[src/hw/rtl/swsn_pkg.sv]
// Shared types and constants for the sliding-window sender with nak resend.
// No dependencies; imported by the store, the top level and the checker.
package swsn_pkg;

	// Default number of descriptor slots in the ring store
	localparam int STORE_DEPTH_DEF = 64;
	// Largest window honoured, whatever the register holds
	localparam int MAX_WINDOW = 8;
	// Window size register value after reset
	localparam logic [3:0] RESET_WINDOW = 4'd4;

	// Configuration port
	localparam int APB_AW = 3;
	localparam int APB_DW = 32;
	localparam logic REG_WINDOW_SIZE = 1'b0;

	// Command opcodes
	localparam logic [1:0] OP_SEND    = 2'd0;
	localparam logic [1:0] OP_ACK     = 2'd1;
	localparam logic [1:0] OP_NAK     = 2'd2;
	localparam logic [1:0] OP_TIMEOUT = 2'd3;

	// Transmit causes
	localparam logic [1:0] CAUSE_NEW     = 2'd0;
	localparam logic [1:0] CAUSE_OPEN    = 2'd1;
	localparam logic [1:0] CAUSE_TIMEOUT = 2'd2;
	localparam logic [1:0] CAUSE_NAK     = 2'd3;

	typedef struct packed {
		logic [1:0]  opcode;
		logic [31:0] frame_seq;
		logic [7:0]  frame_len;
		logic [31:0] ack_seq;
	} in_t;

	typedef struct packed {
		logic [5:0]  slot;
		logic [31:0] tx_seq;
		logic [7:0]  tx_len;
		logic [1:0]  cause;
		logic        dropped;
		logic        last;
	} out_t;

	// One frame descriptor as held in the store
	typedef struct packed {
		logic [31:0] seq;
		logic [7:0]  len;
	} entry_t;

	typedef enum logic [1:0] {
		ST_IDLE,
		ST_SEND,
		ST_SEARCH,
		ST_EMIT
	} state_t;

endpackage

[src/hw/rtl/swsn_store.sv]
// Ring store of frame descriptors: one write port, one registered read port.
// Depends on swsn_pkg for the descriptor type and the default depth.
module swsn_store #(
	parameter int DEPTH = swsn_pkg::STORE_DEPTH_DEF
) (
	input  logic                     clk,
	input  logic                     we,
	input  logic [$clog2(DEPTH)-1:0] waddr,
	input  swsn_pkg::entry_t         wdata,
	input  logic [$clog2(DEPTH)-1:0] raddr,
	output swsn_pkg::entry_t         rdata
);
	import swsn_pkg::*;

	entry_t mem_q [DEPTH];
	entry_t rdata_q;

	// Write one descriptor per cycle when we is set
	always_ff @(posedge clk) begin
		if (we) begin
			mem_q[waddr] <= wdata;
		end
	end

	// Read every cycle into the output register
	always_ff @(posedge clk) begin
		rdata_q <= mem_q[raddr];
	end

	assign rdata = rdata_q;

endmodule

[src/hw/rtl/sliding_window_sender_with_nak_top.sv]
// Sliding-window sender. Send: a transfer, if the frame enters the window, comes as busy falls.
// Ack/nak: search one window entry a cycle; a matching ack then transmits the frames entering
// the window, a timeout every frame in the window; one transfer per cycle, the last as busy
// falls. The next command is taken as busy falls.
// Reset clears the window pointers and sets the window size to 4; the store is not cleared.
module sliding_window_sender_with_nak_top #(
	parameter int STORE_DEPTH = swsn_pkg::STORE_DEPTH_DEF
) (
	input  logic                        clk,
	input  logic                        arst_n,
	// command channel
	input  logic                        start,
	output logic                        busy,
	input  swsn_pkg::in_t               cmd,
	// result channel
	output logic                        res_valid,
	output swsn_pkg::out_t              res,
	// configuration port
	input  logic                        psel,
	input  logic                        penable,
	input  logic                        pwrite,
	input  logic [swsn_pkg::APB_AW-1:0] paddr,
	input  logic [swsn_pkg::APB_DW-1:0] pwdata,
	output logic [swsn_pkg::APB_DW-1:0] prdata,
	output logic                        pready
);
	import swsn_pkg::*;

	localparam int SW = $clog2(STORE_DEPTH);
	localparam int PW = SW + 1;
	localparam logic [PW:0]   POS_MOD_W = (PW+1)'(2 * STORE_DEPTH);
	localparam logic [PW-1:0] DEPTH_W   = PW'(STORE_DEPTH);
	localparam logic [5:0]    MAXW_W    = 6'(MAX_WINDOW);

	// Position arithmetic modulo twice the store depth
	function automatic logic [PW-1:0] pos_add(input logic [PW-1:0] a, input logic [PW-1:0] n);
		logic [PW:0] s;
		s = {1'b0, a} + {1'b0, n};
		if (s >= POS_MOD_W) begin
			s = s - POS_MOD_W;
		end
		return s[PW-1:0];
	endfunction

	function automatic logic [PW-1:0] pos_dist(input logic [PW-1:0] a, input logic [PW-1:0] b);
		logic [PW:0] d;
		if (a >= b) begin
			d = {1'b0, a} - {1'b0, b};
		end else begin
			d = {1'b0, a} + POS_MOD_W - {1'b0, b};
		end
		return d[PW-1:0];
	endfunction

	function automatic logic [SW-1:0] slot_of(input logic [PW-1:0] p);
		logic [PW-1:0] t;
		t = (p >= DEPTH_W) ? p - DEPTH_W : p;
		return t[SW-1:0];
	endfunction

	state_t        state_q, state_d;
	in_t           item_q, item_d;
	logic [PW-1:0] begin_q, begin_d;
	logic [PW-1:0] end_q, end_d;
	logic [PW-1:0] tail_q, tail_d;
	logic [PW-1:0] r_q, r_d;
	logic [PW-1:0] hi_q, hi_d;
	logic [PW-1:0] m1_q, m1_d;
	logic [3:0]    win_size_q;
	logic          pend_v_s1, pend_v_d;
	logic [PW-1:0] pend_r_s1, pend_r_d;
	logic [SW-1:0] pend_slot_s1;
	out_t          res_q, res_d;
	logic          res_valid_q, res_valid_d;

	logic [3:0]    w_eff;
	logic [PW-1:0] occ;
	logic [PW-1:0] stored;
	logic          issue;
	logic          hit;
	logic          pend_last;
	logic [PW:0]   reach;
	logic [PW-1:0] new_rel;

	logic          st_we;
	logic [SW-1:0] st_waddr;
	entry_t        st_wdata;
	logic [SW-1:0] st_raddr;
	entry_t        st_rdata;

	logic          cfg_wr;

	swsn_store #(
		.DEPTH(STORE_DEPTH)
	) u_store (
		.clk  (clk),
		.we   (st_we),
		.waddr(st_waddr),
		.wdata(st_wdata),
		.raddr(st_raddr),
		.rdata(st_rdata)
	);

	// Clamp the window size to the supported range
	always_comb begin
		if ({2'b00, win_size_q} > MAXW_W) begin
			w_eff = MAXW_W[3:0];
		end else begin
			w_eff = win_size_q;
		end
		if (w_eff == 4'd0) begin
			w_eff = 4'd1;
		end
	end

	assign occ       = pos_dist(end_q, begin_q);
	assign stored    = pos_dist(tail_q, begin_q);
	assign issue     = (r_q < hi_q);
	assign hit       = pend_v_s1 && (st_rdata.seq == item_q.ack_seq);
	assign pend_last = (pend_r_s1 == hi_q - PW'(1));

	// New window end for an ack matching at the pending entry
	always_comb begin
		reach = {1'b0, pend_r_s1} + (PW+1)'(1) + (PW+1)'(w_eff);
		if (reach > {1'b0, stored}) begin
			new_rel = stored;
		end else begin
			new_rel = reach[PW-1:0];
		end
		if (new_rel < occ) begin
			new_rel = occ;
		end
	end

	// Sequencer: next state, store access and result
	always_comb begin
		state_d     = state_q;
		item_d      = item_q;
		begin_d     = begin_q;
		end_d       = end_q;
		tail_d      = tail_q;
		r_d         = r_q;
		hi_d        = hi_q;
		m1_d        = m1_q;
		pend_v_d    = 1'b0;
		pend_r_d    = r_q;
		res_d       = res_q;
		res_valid_d = 1'b0;
		st_we       = 1'b0;
		st_waddr    = slot_of(tail_q);
		st_wdata    = '{seq: item_q.frame_seq, len: item_q.frame_len};
		st_raddr    = slot_of(pos_add(begin_q, r_q));

		unique case (state_q)
			ST_IDLE: begin
				if (start) begin
					item_d = cmd;
					r_d    = '0;
					hi_d   = occ;
					case (cmd.opcode) inside
						OP_SEND:         state_d = ST_SEND;
						OP_ACK, OP_NAK:  state_d = ST_SEARCH;
						OP_TIMEOUT:      state_d = ST_EMIT;
						default:         state_d = ST_IDLE;
					endcase
				end
			end

			ST_SEND: begin
				state_d = ST_IDLE;
				if (stored >= DEPTH_W) begin
					// store full: drop with flag
					res_d       = '{slot: '0, tx_seq: item_q.frame_seq, tx_len: item_q.frame_len,
						cause: CAUSE_NEW, dropped: 1'b1, last: 1'b1};
					res_valid_d = 1'b1;
				end else begin
					st_we  = 1'b1;
					tail_d = pos_add(tail_q, PW'(1));
					if ((end_q == tail_q) && (occ < PW'(w_eff))) begin
						res_d       = '{slot: 6'(slot_of(end_q)), tx_seq: item_q.frame_seq,
							tx_len: item_q.frame_len, cause: CAUSE_NEW, dropped: 1'b0,
							last: 1'b1};
						res_valid_d = 1'b1;
						end_d       = pos_add(end_q, PW'(1));
					end
				end
			end

			ST_SEARCH: begin
				// read one entry a cycle, compare the one read last cycle
				if (issue) begin
					pend_v_d = 1'b1;
					r_d      = r_q + PW'(1);
				end
				if (hit) begin
					pend_v_d = 1'b0;
					if (item_q.opcode == OP_NAK) begin
						res_d       = '{slot: 6'(pend_slot_s1), tx_seq: st_rdata.seq,
							tx_len: st_rdata.len, cause: CAUSE_NAK, dropped: 1'b0,
							last: 1'b1};
						res_valid_d = 1'b1;
						state_d     = ST_IDLE;
					end else begin
						m1_d    = pend_r_s1 + PW'(1);
						r_d     = occ;
						hi_d    = new_rel;
						state_d = ST_EMIT;
					end
				end else if (!pend_v_s1 && !issue) begin
					state_d = ST_IDLE;
				end
			end

			ST_EMIT: begin
				// read one entry a cycle, transmit the one read last cycle
				if (issue) begin
					pend_v_d = 1'b1;
					r_d      = r_q + PW'(1);
				end
				if (pend_v_s1) begin
					res_d       = '{slot: 6'(pend_slot_s1), tx_seq: st_rdata.seq,
						tx_len: st_rdata.len,
						cause: (item_q.opcode == OP_ACK) ? CAUSE_OPEN : CAUSE_TIMEOUT,
						dropped: 1'b0, last: pend_last};
					res_valid_d = 1'b1;
				end
				if (!issue && (!pend_v_s1 || pend_last)) begin
					state_d = ST_IDLE;
					if (item_q.opcode == OP_ACK) begin
						end_d   = pos_add(begin_q, hi_q);
						begin_d = pos_add(begin_q, m1_q);
					end
				end
			end
		endcase
	end

	// State register
	always_ff @(posedge clk or negedge arst_n) begin
		if (!arst_n) begin
			state_q <= ST_IDLE;
		end else begin
			state_q <= state_d;
		end
	end

	// Window pointers and sequencer control
	always_ff @(posedge clk or negedge arst_n) begin
		if (!arst_n) begin
			begin_q     <= '0;
			end_q       <= '0;
			tail_q      <= '0;
			r_q         <= '0;
			hi_q        <= '0;
			pend_v_s1   <= 1'b0;
			res_valid_q <= 1'b0;
		end else begin
			begin_q     <= begin_d;
			end_q       <= end_d;
			tail_q      <= tail_d;
			r_q         <= r_d;
			hi_q        <= hi_d;
			pend_v_s1   <= pend_v_d;
			res_valid_q <= res_valid_d;
		end
	end

	// Payload registers
	always_ff @(posedge clk) begin
		item_q       <= item_d;
		m1_q         <= m1_d;
		pend_r_s1    <= pend_r_d;
		pend_slot_s1 <= st_raddr;
		res_q        <= res_d;
	end

	// Configuration register
	assign cfg_wr = psel && penable && pwrite && pready
		&& (paddr[APB_AW-1] == REG_WINDOW_SIZE);

	always_ff @(posedge clk or negedge arst_n) begin
		if (!arst_n) begin
			win_size_q <= RESET_WINDOW;
		end else if (cfg_wr) begin
			win_size_q <= pwdata[3:0];
		end
	end

	assign prdata    = (paddr[APB_AW-1] == REG_WINDOW_SIZE)
		? {{(APB_DW-4){1'b0}}, win_size_q} : '0;
	assign pready    = 1'b1;
	assign busy      = (state_q != ST_IDLE);
	assign res       = res_q;
	assign res_valid = res_valid_q;

endmodule

[config.mk]
export PLATFORM = sky130hd
export DESIGN_NAME = sliding_window_sender_with_nak_top
export DESIGN_NICKNAME = d
export VERILOG_FILES = /design/src/hw/rtl/swsn_pkg.sv /design/src/hw/rtl/swsn_store.sv /design/src/hw/rtl/sliding_window_sender_with_nak_top.sv
export SDC_FILE = /design/constraint.sdc
export NUM_CORES = 2
export LEC_CHECK = 0
export BUFFER_PORTS_ARGS = -buffer_cell sky130_fd_sc_hd__clkbuf_2
export CAP_MARGIN = 20
export CORE_UTILIZATION = 45
export DETAILED_ROUTE_END_ITERATION = 8
export PLACE_DENSITY_LB_ADDON = 0.2
export SYNTH_ARGS = -nofsm -noshare
export SYNTH_HDL_FRONTEND = slang
export SYNTH_SLANG_ARGS = --single-unit
[constraint.sdc]
create_clock -name clk -period 18.2 [get_ports clk]
set_input_delay 3.64 -clock clk [delete_from_list [all_inputs] [get_ports clk]]
set_output_delay 3.64 -clock clk [all_outputs]
set_load 0.05 [all_outputs]
-- After elaboration in Yosys (flattened, before gate mapping)
Memories as Yosys holds them, arrays and structs flattened. A register that Yosys moved wholly into a read port is not among the register bits.
Index checks and enable logic that the tools add are counted.
- bits in registers: 187
- latch bits: 0
- memory bits (writable): 2560
- bits in read-only memories: 0
- memories kept: 1
- memories (name ; words ; width ; rd ports ; clocked after memory_dff ; wr ports ; line ; source):
    u_store.mem_q ; 64 ; 40 ; 1 ; 1 ; 1 ; swsn_store.sv:15 ; entry_t mem_q [DEPTH];
- add/sub/neg operators: 24
- multipliers: 0
- divide/modulo/power cells: 0
- $lt $le $gt $ge: 16
- eq/ne operators: 22
- shift-type cells: 0
- muxes and demuxes: 58
- bitwise operators: 3
- reductions and logical operators: 28
- operators by type and width (kind ; count):
    $mux 50 ; 5
    $pmux 50 s3 ; 1
    $mux 7 ; 20
    $sub 7x1->7 const B ; 6
    $ge 8x8->1 const B ; 5
    $eq 32x32->1 ; 1
    $add 7x1->7 const B ; 4
    $ge 7x7->1 const B ; 4
    $pmux 7 s2 ; 2
    $sub 7x7->7 ; 4
    $add 7x1->8 const B ; 3
    $add 7x7->8 ; 3
    $pmux 7 s3 ; 1
    $mux 2 ; 9
    $mux 6 ; 3
    $ne 2x2->1 const B ; 9
    $sub 6x1->6 const B ; 3
    $eq 7x7->1 ; 2
    $ge 7x7->1 ; 2
    $lt 7x7->1 ; 2
    $mux 4 ; 3
    $mux 1 ; 11
    $eq 2x2->1 const B ; 5
    $reduce_and 5->1 ; 2
    other kinds (21) ; 41

-- Logic depth before layout (Yosys ltp)
- depth after elaboration: 12
- depth in mapped cells: 23
- mapped depth without buffers: 22

-- Modules after synthesis
Synthesis repeated with hierarchy kept, for this count alone.
- cell total of the unflattened synthesis: 5035
- area, all modules: 107908.5 sq um
- by module, submodules not included (module ; instances ; cells each ; area each (sq um) ; sequential area each (sq um)):
    swsn_store ; 1 ; 4195 ; 97853.8 ; 77674.5
    sliding_window_sender_with_nak_top ; 1 ; 840 ; 10054.6 ; 5271.3

-- Worst setup path after synthesis
OpenSTA, ideal clock, no wires.
- path kind: input port to output port
- from: input port paddr[2] (netlist name)
- to: output port prdata[0] (netlist name)
- data arrival time: 4.329 ns
- setup slack: 10.231 ns
- stages on the path: 1
- cells stage by stage: nor2b_1
- word-level cells in the longest chain between the ends: 1
- RTL lines (element ; line ; source):
    start: declaration ; sliding_window_sender_with_nak_top.sv:22 ; input logic [swsn_pkg::APB_AW-1:0] paddr,
    $mux 4 ; sliding_window_sender_with_nak_top.sv:290 ; ? {{(APB_DW-4){1'b0}}, win_size_q} : '0;
    end: declaration ; sliding_window_sender_with_nak_top.sv:24 ; output logic [swsn_pkg::APB_DW-1:0] prdata,
No other way between the ends.

-- Final worst setup path
- from: input port paddr[2] (netlist name)
- to: output port prdata[1] (netlist name)
Same word-level chain as after synthesis.

==> run_summary.xml <==
<?xml version="1.0" encoding="UTF-8"?>
<metrics>
  <group name="final_layout">
    <metric name="area_growth_syn_to_layout" unit="%">13.36</metric>
    <metric name="post_route_cells_drive_above_1_share" unit="">0.3075</metric>
    <metric name="layout_filler_cell_count" unit="">18430</metric>
    <metric name="layout.core_utilization" unit="">0.5144</metric>
    <metric name="nNetsFinal" unit="">5274</metric>
    <metric name="final_cell_area" unit="sq um">122700</metric>
  </group>
  <group name="logic_synthesis">
    <metric name="sequential_element_share_of_the_synthesized_area" unit="">0.7664</metric>
    <metric name="ys.flop_type" unit="">sky130_fd_sc_hd__edfxtp_1</metric>
    <metric name="postSynthRegisterBits" unit="">2787</metric>
    <metric name="avgSynthCellArea" unit="sq um">22.94</metric>
    <metric name="synth_top_cell_by_area" unit="">sky130_fd_sc_hd__edfxtp_1</metric>
    <metric name="post_synth_inst_count" unit="">4718</metric>
    <metric name="synth_adder_area_share" unit="">0.008162</metric>
    <metric name="synth_top_family_by_area" unit="">multiplexers</metric>
    <metric name="post_synth_instance_area" unit="sq um">108200</metric>
    <metric name="yosys_warnings" unit="">0</metric>
    <metric name="synth_enable_flop_cells" unit="">2691</metric>
    <metric name="post-synth-top-area-fraction" unit="">0.7466</metric>
    <metric name="synth-xor-area-share" unit="">0.007006</metric>
    <metric name="netlist-cell-type-count" unit="">75</metric>
    <metric name="synth_simple_gate_area_frac" unit="">0.01518</metric>
    <metric name="synth-compound-area-share" unit="">0.01538</metric>
    <metric name="postSynth.asyncResetShare" unit="">0.01543</metric>
    <metric name="synthTopCellsByArea" unit="">sky130_fd_sc_hd__edfxtp_1, sky130_fd_sc_hd__mux4_2, sky130_fd_sc_hd__dfxtp_1</metric>
    <metric name="synth.mux.area_fraction" unit="">0.1754</metric>
  </group>
  <group name="sta">
    <metric name="hold_viol" unit="">0</metric>
    <metric name="max_clock_freq" unit="GHz">0.1280</metric>
    <metric name="clock_skew" unit="ns">0.04170</metric>
    <metric name="max_slew.worst_pin.slew" unit="ns">1.202</metric>
    <metric name="final.min_clock_period" unit="ns">7.813</metric>
    <metric name="relSlewSlack" unit="">0.1940</metric>
    <metric name="setup_repair_after_global_routing_missed_its_margin" unit="">no</metric>
    <metric name="final-max-slew-violation-count" unit="">0</metric>
    <metric name="tns" unit="ns">0</metric>
    <metric name="crit_share_post_route" unit="">0.4293</metric>
    <metric name="setup_violations" unit="">0</metric>
    <metric name="hold-worst-slack" unit="ns">0.4564</metric>
    <metric name="postLayoutSetupSlackWorst" unit="ns">10.39</metric>
  </group>
  <group name="critical_path">
    <metric name="crit_required" unit="ns">14.56</metric>
    <metric name="end_kind" unit="">output pin</metric>
    <metric name="worst_setup_path_start_kind" unit="">input pin</metric>
    <metric name="worst-setup-path-type" unit="">input pin to output pin</metric>
    <metric name="timing.critical_path.arrival" unit="ns">4.17</metric>
    <metric name="path_max_fanout" unit="">5</metric>
  </group>
  <group name="floorplan">
    <metric name="num_io_pins" unit="">200</metric>
    <metric name="fp.dieH" unit="microns">492.4</metric>
    <metric name="chipWidth" unit="microns">492.4</metric>
    <metric name="placeableCoreArea" unit="sq um">238500</metric>
    <metric name="die-area" unit="sq um">242500</metric>
    <metric name="num_rows" unit="">179</metric>
    <metric name="start_util" unit="">0.4538</metric>
  </group>
  <group name="grt">
    <metric name="number_of_global_route_vias_before_repair" unit="">52020</metric>
    <metric name="grt_antenna_before_repair" unit="">10</metric>
    <metric name="grt_start_max_net_pins" unit="">113</metric>
    <metric name="overflow" unit="">0</metric>
    <metric name="grt_pass1_wl" unit="microns">398000</metric>
    <metric name="track_usage" unit="">0.2351</metric>
  </group>
  <group name="placed_design">
    <metric name="placed_area" unit="sq um">113800</metric>
    <metric name="port-buffer-count" unit="">140</metric>
    <metric name="pre_cts_ws" unit="ns">10.38</metric>
    <metric name="hpwl" unit="microns">150300</metric>
    <metric name="gp_congestion" unit="">0.8787</metric>
  </group>
  <group name="clocking">
    <metric name="tritoncts_num_sinks" unit="">2787</metric>
    <metric name="cts_buffers" unit="">297</metric>
    <metric name="ctsHtreeMaxLevel" unit="">5</metric>
    <metric name="clk_root_buffer_cell" unit="">sky130_fd_sc_hd__clkbuf_16</metric>
    <metric name="cts_hold_buffers" unit="">0</metric>
    <metric name="ctsLongestPathBuffers" unit="">4</metric>
    <metric name="insertion_delay" unit="ns">0.94</metric>
    <metric name="path_clk_slew" unit="ns">0.05</metric>
    <metric name="cts_tree" unit="">done</metric>
    <metric name="postCtsSetupRepairBufs" unit="">0</metric>
    <metric name="post_cts_resize_count" unit="">0</metric>
  </group>
  <group name="pwr">
    <metric name="power.leakage" unit="uW">0.03818</metric>
    <metric name="peakVddDrop" unit="mV">0.1159</metric>
    <metric name="cellPowerDensity" unit="nW/um^2">149.3</metric>
  </group>
  <group name="routing">
    <metric name="number_of_violations_reported_at_the_end_of_detailed_routing_iteration_0" unit="">6110</metric>
    <metric name="route.vias.total" unit="">51370</metric>
    <metric name="route.detailed.drc" unit="">0</metric>
    <metric name="ant_nets" unit="">0</metric>
    <metric name="route.detailed.vias_per_inst" unit="">6.064</metric>
    <metric name="detail_route.wl_per_cell" unit="microns">33.59</metric>
    <metric name="drt_total_wl" unit="microns">284500</metric>
    <metric name="drtPass1Iterations" unit="">5</metric>
  </group>
  <group name="job">
    <metric name="drv_cap" unit="">0</metric>
  </group>
  <group name="worst_hold_path">
    <metric name="worst_hold_path_type" unit="">flip-flop to flip-flop</metric>
  </group>
  <group name="status">
    <metric name="run_status" unit="">complete, no violations</metric>
  </group>
</metrics>
==> critical path: stages <==
cell and delay, ns:
sky130_fd_sc_hd__clkbuf_2 0.11, sky130_fd_sc_hd__nor2b_1 0.13, sky130_fd_sc_hd__clkbuf_2 0.29
==> power breakdown <==
| part | internal (uW) | switching [uW] |
|---|---|---|
| Combinational | 2310 | 2750 |
| Sequential | 7470 | 154 |
| Clock | 3240 | 2400 |
| Total | 13000 | 5300 |
==> cells by family (layout without fill, tap and decap cells) <==
family,Yosys count,after routing
xor+xnor,85,85
other cells,2,32
compound gates,254,254
fa+ha+maj,67,67
simple gates,311,311
mux,891,891
buf+inv,321,877
flops,2787,2787
==> flip-flops by register name, summed over array words and instances (netlist names) <==
name and cells:
pend_r_d 7, hi_q 7, end_q 7, win_size_q 4
begin_q 7, state_q 2, tail_q 7, u_store.mem_q 2560
pend_r_s1 7, u_store.rdata 40, res_valid 1, res 50
pend_v_s1 1, m1_q 7, item_q 74, pend_slot_s1 6
==> worst paths after layout <==
path / start / to / slack (ns) / cells past startpoint
worst max-delay path: paddr[2] / prdata[1] / 10.39 / 3
worst min-delay path: pend_r_d[6] / pend_r_s1[6] / 0.46 / 0
worst max register to register: pend_r_d[0] / u_store.rdata[12] / 11.43 / 11
worst min register to register: pend_r_d[6] / pend_r_s1[6] / 0.46 / 0
max in group asynchronous: arst_n / state_q[1] / 14.90 / 2
min in group asynchronous: arst_n / res_valid / 2.82 / 2
==> final cells by class <==
| cell class | count | area, sq um | share of cell area |
|---|---|---|---|
| repair buffers | 310 | 2087 | 0.01701 |
| flip-flops and latches | 2787 | 82950 | 0.6761 |
| well taps | 3167 | 3963 | 0.03230 |
| inverters | 59 | 224.0 | 0.001825 |
| clock inverters | 126 | 888.4 | 0.007240 |
| diodes | 3 | 7.507 | 0.00006119 |
| multi-input cells | 1637 | 24590 | 0.2004 |
| clock buffers | 382 | 7980 | 0.06504 |
==> synth_stat cells (7+ instances only) <==
library cell,count
sky130_fd_sc_hd__o21a_1,7
sky130_fd_sc_hd__nor4_1,7
sky130_fd_sc_hd__or3_1,8
sky130_fd_sc_hd__a21oi_1,73
sky130_fd_sc_hd__mux2i_1,44
sky130_fd_sc_hd__mux4_2,800
sky130_fd_sc_hd__dfrtp_1,42
sky130_fd_sc_hd__nand3_1,22
sky130_fd_sc_hd__mux2_2,47
sky130_fd_sc_hd__a21o_1,13
sky130_fd_sc_hd__nor2b_1,54
sky130_fd_sc_hd__xor2_1,27
sky130_fd_sc_hd__a31oi_1,7
sky130_fd_sc_hd__ha_1,61
sky130_fd_sc_hd__nand2_1,52
sky130_fd_sc_hd__o21ai_0,39
sky130_fd_sc_hd__xnor2_1,57
sky130_fd_sc_hd__o31ai_1,7
sky130_fd_sc_hd__edfxtp_1,2691
sky130_fd_sc_hd__dfxtp_1,53
sky130_fd_sc_hd__buf_4,30
sky130_fd_sc_hd__nor2_1,82
sky130_fd_sc_hd__clkbuf_1,168
sky130_fd_sc_hd__buf_1,48
sky130_fd_sc_hd__inv_1,59
sky130_fd_sc_hd__nor3_1,13
sky130_fd_sc_hd__buf_2,15
sky130_fd_sc_hd__or4_1,7
sky130_fd_sc_hd__nand4_1,23
sky130_fd_sc_hd__a211oi_1,51
==> metal layers <==
layer / wire length [microns] / up-vias / GRT usage
li1: - / 20730 / -
met1: 116200 / 28040 / 0.3285
met2: 138400 / 2183 / 0.3783
met3: 21810 / 413 / 0.04348
met4: 8110 / 2 / 0.07134
met5: 13 / - / 0
==> layout by cell type, fill, tap and decap left out, types with 26 or more instances in the layout <==
master	netlist	layout
sky130_fd_sc_hd__conb_1	2	29
sky130_fd_sc_hd__xor2_1	27	26
sky130_fd_sc_hd__mux4_2	800	800
sky130_fd_sc_hd__dfxtp_1	53	53
sky130_fd_sc_hd__clkbuf_2	0	140
sky130_fd_sc_hd__xnor2_1	57	53
sky130_fd_sc_hd__a21oi_1	73	73
sky130_fd_sc_hd__nor2b_1	54	54
sky130_fd_sc_hd__edfxtp_1	2691	2691
sky130_fd_sc_hd__ha_1	61	60
sky130_fd_sc_hd__buf_4	30	157
sky130_fd_sc_hd__clkbuf_16	0	304
sky130_fd_sc_hd__inv_1	59	58
sky130_fd_sc_hd__a211oi_1	51	51
sky130_fd_sc_hd__clkinv_2	0	46
sky130_fd_sc_hd__dfrtp_1	42	41
sky130_fd_sc_hd__clkinv_1	0	53
sky130_fd_sc_hd__o21ai_0	39	39
sky130_fd_sc_hd__mux2i_1	44	44
sky130_fd_sc_hd__mux2_2	47	47
sky130_fd_sc_hd__nor2_4	0	61
sky130_fd_sc_hd__clkbuf_1	168	70
sky130_fd_sc_hd__nand2_1	52	52
==> metrics by stage <==
step,total power (uW),cells
5_1_grt,19000,8470
4_1_cts,18490,8463
2_1_floorplan,11350,4745
3_5_place_dp,12880,7955
3_3_place_gp,12830,7953
6_report,18320,8471
Note: power is estimated with default switching activity, not from simulation.
